[config.mk]
export PLATFORM = sky130hd
export DESIGN_NAME = whole_word_substring_finder
export DESIGN_NICKNAME = d
export VERILOG_FILES = /design/src/design/wwsf_pkg.sv /design/src/design/whole_word_substring_finder.sv /design/src/design/wwsf_front.sv /design/src/design/wwsf_back.sv
export SDC_FILE = /design/constraint.sdc
export NUM_CORES = 2
export LEC_CHECK = 0
export CAP_MARGIN = 20
export CORE_AREA = 2 2 321 323
export CTS_CLUSTER_DIAMETER = 40
export DETAILED_ROUTE_END_ITERATION = 16
export DIE_AREA = 0 0 323 325
export DONT_BUFFER_PORTS = 1
export GPL_TIMING_DRIVEN = 0
export PLACE_DENSITY_LB_ADDON = 0.15
export SLEW_MARGIN = 20
export SYNTH_ARGS = -nofsm -noshare
export SYNTH_HDL_FRONTEND = slang
export SYNTH_SLANG_ARGS = --single-unit
[constraint.sdc]
create_clock -name aclk -period 17.6 [get_ports aclk]
set_input_delay 1.76 -clock aclk [delete_from_list [all_inputs] [get_ports aclk]]
set_output_delay 1.76 -clock aclk [all_outputs]
set_load 0.01 [all_outputs]
[src/design/wwsf_pkg.sv]
package wwsf_pkg;

    localparam int PATTERN_MAX_DEF = 64;
    localparam int TEXT_MAX_DEF    = 65535;

    // Width of the text position, of start_pos and of the result position.
    localparam int POS_W = 16;

    localparam logic [7:0] SPACE_BYTE = 8'h20;

    // Items held between the front and the back.
    localparam int QUEUE_DEPTH = 2;
    localparam int QPTR_W      = (QUEUE_DEPTH > 1) ? $clog2(QUEUE_DEPTH) : 1;
    localparam int QCNT_W      = $clog2(QUEUE_DEPTH + 1);

    localparam int CFG_IDX_W  = 1;
    localparam int CFG_DATA_W = POS_W;

    typedef enum logic [CFG_IDX_W-1:0] {
        REG_WHOLE_WORD = 1'b0,
        REG_START_POS  = 1'b1
    } cfg_reg_t;

    typedef enum logic {
        KIND_PATTERN = 1'b0,
        KIND_TEXT    = 1'b1
    } item_kind_t;

    typedef struct packed {
        item_kind_t kind;
        logic [7:0] data;
        logic       is_space;
        logic       last;
    } item_t;

endpackage

[src/design/whole_word_substring_finder.sv]
// Whole-word substring finder. Load a pattern of 1 to PATTERN_MAX bytes with
// s_tuser = 0 (s_tlast on its final byte), then stream text with s_tuser = 1;
// the text byte carrying s_tlast returns one result transfer holding found and
// the lowest match position at or after start_pos. The block takes one byte
// per clock, pattern or text, while its queue has room: the incoming byte is
// compared against all stored pattern bytes at once, and a two-entry queue
// between the input stage and the matcher plus a registered result let either
// side stall briefly; a waiting result holds the matcher, and a full queue then
// holds the input. When nothing stalls, m_tvalid rises once the last text byte
// has passed through the queue and into the result register. There is no
// clearing pass after reset. Configuration writes are accepted every cycle and
// must only be made while no text run is in progress.
module whole_word_substring_finder
    import wwsf_pkg::*;
#(
    parameter int PATTERN_MAX = PATTERN_MAX_DEF,
    parameter int TEXT_MAX    = TEXT_MAX_DEF
) (
    input  logic                  aclk,
    input  logic                  aresetn,
    input  logic                  s_tvalid,
    output logic                  s_tready,
    input  logic [7:0]            s_tdata,   // [7:0] byte_in
    input  logic                  s_tlast,
    input  logic [0:0]            s_tuser,   // [0] func
    input  logic                  cfg_valid,
    output logic                  cfg_ready,
    input  logic [CFG_IDX_W-1:0]  cfg_index,
    input  logic [CFG_DATA_W-1:0] cfg_data,
    output logic                  m_tvalid,
    input  logic                  m_tready,
    output logic [POS_W-1:0]      m_tdata,   // [15:0] position
    output logic [0:0]            m_tuser    // [0] found
);

    logic  q_valid;
    logic  q_ready;
    item_t q_item;
    logic  found;

    assign cfg_ready  = 1'b1;
    assign m_tuser[0] = found;

    wwsf_front u_front (
        .aclk     (aclk),
        .aresetn  (aresetn),
        .s_tvalid (s_tvalid),
        .s_tready (s_tready),
        .s_tdata  (s_tdata),
        .s_tlast  (s_tlast),
        .s_tuser  (s_tuser),
        .q_valid  (q_valid),
        .q_ready  (q_ready),
        .q_item   (q_item)
    );

    wwsf_back #(
        .PATTERN_MAX (PATTERN_MAX),
        .TEXT_MAX    (TEXT_MAX)
    ) u_back (
        .aclk       (aclk),
        .aresetn    (aresetn),
        .cfg_valid  (cfg_valid && cfg_ready),
        .cfg_index  (cfg_index),
        .cfg_data   (cfg_data),
        .in_valid   (q_valid),
        .in_ready   (q_ready),
        .in_item    (q_item),
        .m_tvalid   (m_tvalid),
        .m_tready   (m_tready),
        .m_found    (found),
        .m_position (m_tdata)
    );

endmodule

[src/design/wwsf_front.sv]
module wwsf_front
    import wwsf_pkg::*;
(
    input  logic       aclk,
    input  logic       aresetn,
    input  logic       s_tvalid,
    output logic       s_tready,
    input  logic [7:0] s_tdata,
    input  logic       s_tlast,
    input  logic [0:0] s_tuser,
    output logic       q_valid,
    input  logic       q_ready,
    output item_t      q_item
);

    item_t             slot_reg [QUEUE_DEPTH];
    logic [QPTR_W-1:0] wr_ptr_reg, wr_ptr_next;
    logic [QPTR_W-1:0] rd_ptr_reg, rd_ptr_next;
    logic [QCNT_W-1:0] count_reg, count_next;
    item_t             classified;
    logic              push;
    logic              pop;

    // Each byte is tagged with its kind and whether it is a space before it is queued.
    always_comb begin
        classified.kind     = item_kind_t'(s_tuser[0]);
        classified.data     = s_tdata;
        classified.is_space = (s_tdata == SPACE_BYTE);
        classified.last     = s_tlast;
    end

    assign s_tready = (count_reg != QCNT_W'(QUEUE_DEPTH));
    assign q_valid  = (count_reg != '0);
    assign q_item   = slot_reg[rd_ptr_reg];
    assign push     = s_tvalid && s_tready;
    assign pop      = q_valid && q_ready;

    always_comb begin
        wr_ptr_next = wr_ptr_reg;
        rd_ptr_next = rd_ptr_reg;
        count_next  = count_reg;
        if (push) begin
            wr_ptr_next = (wr_ptr_reg == QPTR_W'(QUEUE_DEPTH - 1)) ? '0 : wr_ptr_reg + 1'b1;
        end
        if (pop) begin
            rd_ptr_next = (rd_ptr_reg == QPTR_W'(QUEUE_DEPTH - 1)) ? '0 : rd_ptr_reg + 1'b1;
        end
        if (push && !pop) begin
            count_next = count_reg + 1'b1;
        end else if (pop && !push) begin
            count_next = count_reg - 1'b1;
        end
    end

    always_ff @(posedge aclk) begin
        if (!aresetn) begin
            wr_ptr_reg <= '0;
            rd_ptr_reg <= '0;
            count_reg  <= '0;
        end else begin
            wr_ptr_reg <= wr_ptr_next;
            rd_ptr_reg <= rd_ptr_next;
            count_reg  <= count_next;
        end
    end

    always_ff @(posedge aclk) begin
        if (push) begin
            slot_reg[wr_ptr_reg] <= classified;
        end
    end

endmodule

[src/design/wwsf_back.sv]
module wwsf_back
    import wwsf_pkg::*;
#(
    parameter int PATTERN_MAX = PATTERN_MAX_DEF,
    parameter int TEXT_MAX    = TEXT_MAX_DEF
) (
    input  logic                  aclk,
    input  logic                  aresetn,
    input  logic                  cfg_valid,
    input  logic [CFG_IDX_W-1:0]  cfg_index,
    input  logic [CFG_DATA_W-1:0] cfg_data,
    input  logic                  in_valid,
    output logic                  in_ready,
    input  item_t                 in_item,
    output logic                  m_tvalid,
    input  logic                  m_tready,
    output logic                  m_found,
    output logic [POS_W-1:0]      m_position
);

    localparam int LEN_W   = $clog2(PATTERN_MAX + 1);
    localparam int WIN_LEN = PATTERN_MAX + 1;
    localparam int CALC_W  = POS_W + 1;
    localparam logic [PATTERN_MAX-1:0] MASK_TOP = PATTERN_MAX'(1) << (PATTERN_MAX - 1);
    localparam logic [WIN_LEN-1:0]     SEL_INIT = WIN_LEN'(1) << PATTERN_MAX;

    // The pattern is a shift line: after L bytes, byte k sits at PATTERN_MAX-L+k.
    logic [7:0]             pat_reg  [PATTERN_MAX];
    logic [7:0]             pat_next [PATTERN_MAX];
    logic [PATTERN_MAX-1:0] mask_reg, mask_next;
    logic [WIN_LEN-1:0]     sel_reg, sel_next;
    logic [LEN_W-1:0]       len_reg, len_next;
    logic                   closed_reg, closed_next;

    logic [7:0]             win_reg   [WIN_LEN];
    logic [7:0]             win_next  [WIN_LEN];
    logic [7:0]             shift_win [WIN_LEN];
    logic [POS_W-1:0]       count_reg, count_next;
    logic                   pend_reg, pend_next;
    logic [POS_W-1:0]       pend_start_reg, pend_start_next;
    logic                   found_reg, found_next;
    logic [POS_W-1:0]       match_pos_reg, match_pos_next;

    logic                   whole_word_reg;
    logic [POS_W-1:0]       start_pos_reg;

    logic                   out_valid_reg, out_valid_next;
    logic                   out_found_reg, out_found_next;
    logic [POS_W-1:0]       out_pos_reg, out_pos_next;

    logic [PATTERN_MAX-1:0] eq;
    logic [WIN_LEN-1:0]     space_vec;
    logic                   window_hit;
    logic                   before_space;
    logic [CALC_W-1:0]      idx_p1;
    logic [CALC_W-1:0]      len_ext;
    logic [CALC_W-1:0]      start_ext;
    logic                   start_ok;
    logic                   len_ok;
    logic                   below_max;
    logic                   start_zero;
    logic                   take;

    assign in_ready   = !out_valid_reg || m_tready;
    assign take       = in_valid && in_ready;
    assign m_tvalid   = out_valid_reg;
    assign m_found    = out_found_reg;
    assign m_position = out_pos_reg;

    // Window as it stands once the incoming byte has been shifted in, and the
    // parallel compare against the stored pattern.
    always_comb begin
        for (int j = 0; j < WIN_LEN - 1; j++) begin
            shift_win[j] = win_reg[j + 1];
        end
        shift_win[WIN_LEN - 1] = in_item.data;
        for (int j = 0; j < PATTERN_MAX; j++) begin
            eq[j] = !mask_reg[j] || (shift_win[j + 1] == pat_reg[j]);
        end
        for (int j = 0; j < WIN_LEN; j++) begin
            space_vec[j] = (shift_win[j] == SPACE_BYTE);
        end
        window_hit   = &eq;
        before_space = |(sel_reg & space_vec);
        idx_p1       = {1'b0, count_reg} + CALC_W'(1);
        len_ext      = CALC_W'(len_reg);
        start_ext    = idx_p1 - len_ext;
        start_ok     = (start_ext >= {1'b0, start_pos_reg});
        len_ok       = (len_reg != '0) && (idx_p1 >= len_ext);
        below_max    = (count_reg < POS_W'(TEXT_MAX));
        start_zero   = (start_ext == '0);
    end

    always_comb begin
        logic             clear_text;
        logic [LEN_W-1:0] len_base;
        logic [PATTERN_MAX-1:0] mask_base;
        logic [WIN_LEN-1:0] sel_base;

        clear_text      = 1'b0;
        len_base        = len_reg;
        mask_base       = mask_reg;
        sel_base        = sel_reg;
        pat_next        = pat_reg;
        mask_next       = mask_reg;
        sel_next        = sel_reg;
        len_next        = len_reg;
        closed_next     = closed_reg;
        win_next        = win_reg;
        count_next      = count_reg;
        pend_next       = pend_reg;
        pend_start_next = pend_start_reg;
        found_next      = found_reg;
        match_pos_next  = match_pos_reg;
        out_valid_next  = out_valid_reg && !m_tready;
        out_found_next  = out_found_reg;
        out_pos_next    = out_pos_reg;

        if (take) begin
            if (in_item.kind == KIND_PATTERN) begin
                clear_text = 1'b1;
                if (closed_reg) begin
                    len_base    = '0;
                    mask_base   = '0;
                    sel_base    = SEL_INIT;
                    closed_next = 1'b0;
                end
                len_next  = len_base;
                mask_next = mask_base;
                sel_next  = sel_base;
                if (len_base < LEN_W'(PATTERN_MAX)) begin
                    for (int j = 0; j < PATTERN_MAX - 1; j++) begin
                        pat_next[j] = pat_reg[j + 1];
                    end
                    pat_next[PATTERN_MAX - 1] = in_item.data;
                    len_next  = len_base + 1'b1;
                    mask_next = (mask_base >> 1) | MASK_TOP;
                    sel_next  = sel_base >> 1;
                end
                if (in_item.last) begin
                    closed_next = 1'b1;
                end
            end else begin
                win_next = shift_win;
                // A pending candidate is settled before a new one may be taken.
                if (pend_reg) begin
                    if (in_item.is_space && !found_reg) begin
                        found_next     = 1'b1;
                        match_pos_next = pend_start_reg;
                    end
                    pend_next = 1'b0;
                end
                if (!found_next && below_max && len_ok && start_ok && window_hit) begin
                    if (!whole_word_reg) begin
                        found_next     = 1'b1;
                        match_pos_next = start_ext[POS_W-1:0];
                    end else if (start_zero || before_space) begin
                        if (in_item.last) begin
                            found_next     = 1'b1;
                            match_pos_next = start_ext[POS_W-1:0];
                        end else begin
                            pend_next       = 1'b1;
                            pend_start_next = start_ext[POS_W-1:0];
                        end
                    end
                end
                if (below_max) begin
                    count_next = count_reg + 1'b1;
                end
                if (in_item.last) begin
                    out_valid_next = 1'b1;
                    out_found_next = found_next;
                    out_pos_next   = found_next ? match_pos_next : '0;
                    clear_text     = 1'b1;
                end
            end
        end

        if (clear_text) begin
            for (int j = 0; j < WIN_LEN; j++) begin
                win_next[j] = SPACE_BYTE;
            end
            count_next      = '0;
            pend_next       = 1'b0;
            pend_start_next = '0;
            found_next      = 1'b0;
            match_pos_next  = '0;
        end
    end

    always_ff @(posedge aclk) begin
        if (!aresetn) begin
            mask_reg       <= '0;
            sel_reg        <= SEL_INIT;
            len_reg        <= '0;
            closed_reg     <= 1'b0;
            for (int j = 0; j < WIN_LEN; j++) begin
                win_reg[j] <= SPACE_BYTE;
            end
            count_reg      <= '0;
            pend_reg       <= 1'b0;
            pend_start_reg <= '0;
            found_reg      <= 1'b0;
            match_pos_reg  <= '0;
            out_valid_reg  <= 1'b0;
        end else begin
            mask_reg       <= mask_next;
            sel_reg        <= sel_next;
            len_reg        <= len_next;
            closed_reg     <= closed_next;
            win_reg        <= win_next;
            count_reg      <= count_next;
            pend_reg       <= pend_next;
            pend_start_reg <= pend_start_next;
            found_reg      <= found_next;
            match_pos_reg  <= match_pos_next;
            out_valid_reg  <= out_valid_next;
        end
    end

    always_ff @(posedge aclk) begin
        pat_reg       <= pat_next;
        out_found_reg <= out_found_next;
        out_pos_reg   <= out_pos_next;
    end

    always_ff @(posedge aclk) begin
        if (!aresetn) begin
            whole_word_reg <= 1'b0;
            start_pos_reg  <= '0;
        end else if (cfg_valid) begin
            unique case (cfg_reg_t'(cfg_index))
                REG_WHOLE_WORD: whole_word_reg <= cfg_data[0];
                REG_START_POS:  start_pos_reg  <= cfg_data[POS_W-1:0];
                default:        ;
            endcase
        end
    end

endmodule

After elaboration in Yosys (flattened, before gate mapping):

Memory sizes are Yosys's and may differ from the RTL's. A register that Yosys moved wholly into a read port is not among the register bits.
Cells that the tools add are included.

* add/sub/neg operators: 8
* order comparisons: 4
* eq/ne operators: 131
* muxes and demuxes: 42
* bitwise operators: 5
* reductions and logical operators: 164

Operators with widths (count)
* equality test 8 x 6 -> 1 bit, second input constant: 66
* equality test 8 bit: 64
* 2-to-1 mux 65 bit: 2
* 2-to-1 mux 64 bit: 2
* 2-to-1 mux 16 bit: 6
* logical NOT 1 bit: 70
* logical OR 1 bit: 66
* AND 65 bit: 1
* OR reduction 65 bit: 1
* AND reduction 64 bit: 1
* 2-to-1 mux 7 bit: 4
* 2-to-1 mux 1 bit: 26
* adder 16 x 1 -> 17 bit, second input constant: 1
* >= comparator 17 x 16 -> 1 bit: 1
* >= comparator 17 x 7 -> 1 bit: 1
* logical NOT 17 bit: 1
* subtractor 17 x 7 -> 17 bit: 1
* adder 16 x 1 -> 16 bit, second input constant: 1
* less-than comparator 16 bit, second input constant: 1
* AND reduction 3 bit: 4
* logical AND 1 bit: 11
* AND reduction 2 bit: 4
* adder 7 x 1 -> 7 bit, second input constant: 1
* less-than comparator 7 bit, second input constant: 1
* other kinds (10): 17

* flip-flop bits (word level): 1250
* bits in writable memories: 22
* input port bits: 32
* logic and storage cells: 502
* memories: 1

Memories
* u_front.slot_reg: depth 2, bits a word 11, read ports 1, clocked after Yosys merged registers in 1, wr ports 1, line wwsf_front.sv:16 `item_t slot_reg [QUEUE_DEPTH];`

Longest topological paths before layout:

* word-level depth: 14
* mapped depth: 24
* depth with buffers taken out: 20

Cells and area by module:

From an unflattened synthesis, not the netlist that was laid out.

* cell total of the unflattened synthesis: 5038
* area, all modules: 52017.4 um^2

Modules (own cells, without submodules)
* wwsf_back: instances 1, cells an instance 4974, area each 50962.6 um^2
* wwsf_front: instances 1, cells an instance 62, area each 1043.5 um^2
* whole_word_substring_finder: instances 1, cells an instance 2, area each 11.3 um^2

Worst setup path after synthesis:

Ideal clock, no wire load.

* path type: in2reg
* start point: in m_tready
* end point: reg u_back.sel_reg[63]
* setup time: 0.107 ns
* arrival time: 13.424 ns
* path slack: 4.069 ns
* cell stages on the path: 9
* buffers on the path: 2
* path through: nor2b_1 -> o21bai_1 -> nor2b_1 -> o21ai_1 -> clkbuf_1 -> clkbuf_1 -> inv_1 -> o21ai_0 -> a21oi_1

* longest elaborated chain between the ends: 3

RTL lines
* start, declared: line whole_word_substring_finder.sv:31 `input logic m_tready,`
* logical OR 1 bit: line wwsf_back.sv:64 `assign in_ready = !out_valid_reg || m_tready;`
* logical AND 1 bit: line wwsf_back.sv:65 `assign take = in_valid && in_ready;`
* AND reduction 2 bit (no source line)
* end signal, assigned: line wwsf_back.sv:208 `sel_reg <= sel_next;`
* end, declared: line wwsf_back.sv:31 `logic [WIN_LEN-1:0] sel_reg, sel_next;`

Every way passes these cells.
A chain may end at the register's enable or synchronous reset.

Worst setup path in the final report:

* start point: reg u_back.len_reg[6]
* end point: reg u_back.out_pos_reg[8] (netlist: u_back.m_position[8]), data pin

* longest elaborated chain between the ends: 8

RTL lines
* start, declared: line wwsf_back.sv:32 `logic [LEN_W-1:0] len_reg, len_next;`
* start signal, assigned: line wwsf_back.sv:209 `len_reg <= len_next;`
* subtractor 17 x 7 -> 17 bit *: line wwsf_back.sv:87 `start_ext = idx_p1 - len_ext;`
* net u_back.start_ext[8]: line wwsf_back.sv:57 `logic [CALC_W-1:0] start_ext;`
* branches (longest 7 deep; another with >= comparator 17 x 16 -> 1 bit)
* end signal, assigned: line wwsf_back.sv:224 `out_pos_reg <= out_pos_next;`
* end, declared: line wwsf_back.sv:49 `logic [POS_W-1:0] out_pos_reg, out_pos_next;`

Mark *: on every way through the listed nets, which the timed path passes. The select of a mux whose other input is x is not followed.

==> impl_metrics.yaml <==
clock_tree:
  clock_sinks: 1273
  ctsResizeCount: 0
  clock_path_buffers: 3
  cts_tree: "yes"
  postCtsSetupBuffers: 0
  clk_latency_ns: 0.76
  htreeDepth: 4
  cts_buffers: 158
  clk_pin_slew_worst_paths_ns: 0.06
  cts-root-buf: "clkbuf_16"
  hold_buffers: 0
route:
  dr_total_vias: 37600
  drt_iter0_drc: 3680
  detail-route-antenna-nets: 0
  drc: 0
  wl_um: 141000
  drt_first_pass_iters: 8
  viasPerCell: 5.71
  routedWlPerCell_um: 21.4
synthesis:
  ys_ff_latch: 1273
  syn_area_sq_um: 51500
  syn_area_per_cell_sq_um: 10.5
  yosysWarnings: 0
  synth.distinct_cells: 67
  syn_nets: 4967
  synth_flop_cell: "dfxtp_1"
  synth_edf_count: 551
  yosysSeqAreaShare: 0.602
  syn_inst: 4907
  synthArstFlopShare: 0
hold_path:
  hp-class: "flop to flop"
global_routing:
  grt-ovfl-total: 0
  grt_pass1_vias: 35600
  grt_use_total: 0.264
  met2_usage: 0.409
  use_met3: 0.0430
  grt_util_met1: 0.375
  antenna_found_initial: 3
  grt_max_degree: 103
  grt.busiest_layer: "met2"
  grt_pass1_wl_um: 214000
power:
  p_seq_frac: 0.421
  power_frac_comb: 0.210
  p_per_area_nw_per_um2: 156
  switchingPower_w: 0.00304
  irDropWorstVdd_uv: 108
  p_int_w: 0.00615
  power_frac_clock: 0.369
  p_leak_nw: 18.3
  sw_frac_of_total: 0.331
finish:
  n_fill_cell: 8580
  layout_commonest_cell: "nand2_1"
  layout_common_cells: "nand2_1, dfxtp_1, edfxtp_1, xnor2_1, a21oi_1"
  fin_area_sq_um: 59000
  finish.net_count: 5134
  num_antenna_cells: 0
  syn_to_final_growth_pct: 14.5
  final_util: 0.583
  drive_gt1_frac: 0.0608
floorplan:
  rows: 117
  start_util: 0.509
  chipHeight_um: 325
  pin_count: 52
  die_width_um: 323
  fp.dieArea_sq_um: 105000
  core_area_sq_um: 101000
sta:
  max_freq_mhz: 165
  tightest_slew_ns: 1.24
  final_hold_viol_count: 0
  rsz0062_at_grt: "no"
  slew_headroom: 0.176
  finalCritPeriodShare: 0.344
  period_minus_slack_ns: 6.06
  fin_skew_ns: 0.0305
  fin_ws_ns: 11.54
  drv_slew: 0
  setup_violations: 0
setup_path:
  critPathMaxFanout: 10
  crit_arrival_ns: 6.53
  required_ns: 18.07
  start_kind: "flop"
  path_class: "flop to flop"
  r2r_slack_ns: 11.54
  crit_path_end_kind: "flop"
place:
  portBuffers: 0
  routabilityCongestion: 0.897
  dp_slack_ns: 11.63
  post_dp_cell_area_sq_um: 53400
  hpwl_um: 99900
run_status:
  status: "completed"
flow_run:
  drv_cap: 0
logic make-up (layout without fill, tap and decap cells):
group,Yosys count,count (layout),synth area share
buffers and inverters,310,615,0.0232
other,1,1,0.0000728
adders and majority gates,28,28,0.00695
xor gates and xnor gates,550,550,0.0935
muxes,26,26,0.00522
and+or+nand+nor,1884,1884,0.177
AOI/OAI and AO/OA,835,835,0.0928
DFF,1273,1273,0.602
critical path: stages (launching register included):
cell       delay (ns)
dfxtp_1          0.30
clkbuf_1         0.41
inv_1            0.25
clkbuf_1         0.31
ha_1             0.45
a21oi_1          0.22
nand2_1          0.12
nor4_4           0.39
xor2_1           0.44
inv_1            0.13
ha_1             0.31
a21o_1           0.18
a2111oi_0        0.39
a21oi_1          0.13
o31ai_1          0.26
nand3_1          0.21
nand4_1          0.33
or2_1            0.15
buf_2            0.19
clkbuf_1         0.43
o22ai_1          0.18
final cells by class:
type                    instances  area, sq um  share of cell area
multi-input cells            3324        19400               0.328
clock buffers                 196         4410              0.0747
repair buffers                  7          153             0.00259
clock inverters               102         1180              0.0200
flip-flops and latches       1273        31000               0.525
plain buffers                 267         1040              0.0176
well taps                    1368         1710              0.0290
inverters                      43          169             0.00286
path summary, 6_finish.rpt:
check	from	end	cells past startpoint
max	u_back.len_reg[6]	u_back.m_position[8]	20
min	u_back.pat_reg[253]	u_back.pat_reg[261]	0
max reg2reg	u_back.len_reg[6]	u_back.m_position[8]	20
min reg2reg	u_back.pat_reg[253]	u_back.pat_reg[261]	0
metal layers:
metal	part of all wire	wire length, um
met2	0.45	63700
met1	0.45	62800
met4	0.034	4830
met3	0.065	9190
met5	0.00016	23
stage by stage:
stage | hold slack [ns] | cells | TNS, ns | total power (W)
6_report | 0.458 | 6580 | 0 | 0.00919
3_5_place_dp | 0.453 | 6281 | 0 | 0.00583
2_1_floorplan | 0.432 | 4907 | 0 | 0.00530
3_3_place_gp | 0.443 | 6275 | -1024.50 | 0.00612
4_1_cts | 0.458 | 6579 | 0 | 0.00922
5_1_grt | 0.474 | 6580 | 0 | 0.00957
power groups by stage:
stage                     sequential [W]  combinational [W]  clock, W
after detailed placement         0.00392            0.00191         0
after CTS                        0.00387            0.00192   0.00343
after floorplan                  0.00406            0.00124         0
after global placement           0.00426            0.00186         0
after global routing             0.00391            0.00211   0.00355
final                            0.00387            0.00193   0.00339
Yosys cell counts, types with 6 or more instances:
cell	count	area share
nand4_1	187	0.023
dfxtp_1	722	0.28
and3_1	17	0.0021
o21a_1	7	0.0010
nor4_1	80	0.0097
buf_1	8	0.00058
or3_1	8	0.00097
inv_1	43	0.0031
xnor2_1	528	0.090
o22ai_1	11	0.0013
ha_1	27	0.0066
nor3_1	16	0.0016
nand3_1	98	0.0095
a22oi_1	115	0.017
mux2i_1	19	0.0037
a21boi_0	21	0.0031
nor3b_1	65	0.0095
o311ai_1	8	0.0014
buf_2	6	0.00058
edfxtp_1	551	0.32
nor2b_1	123	0.015
clkbuf_1	248	0.018
mux2_2	7	0.0015
o21ai_0	110	0.011
xor2_1	22	0.0037
a21oi_1	494	0.048
nor2_1	62	0.0045
o211ai_1	10	0.0015
or4_1	13	0.0019
nand2_1	1095	0.080
and2_1	27	0.0033
o31ai_1	19	0.0028
a21o_1	8	0.0012
nand4b_1	65	0.011
Power figures use the tool's default switching activity.
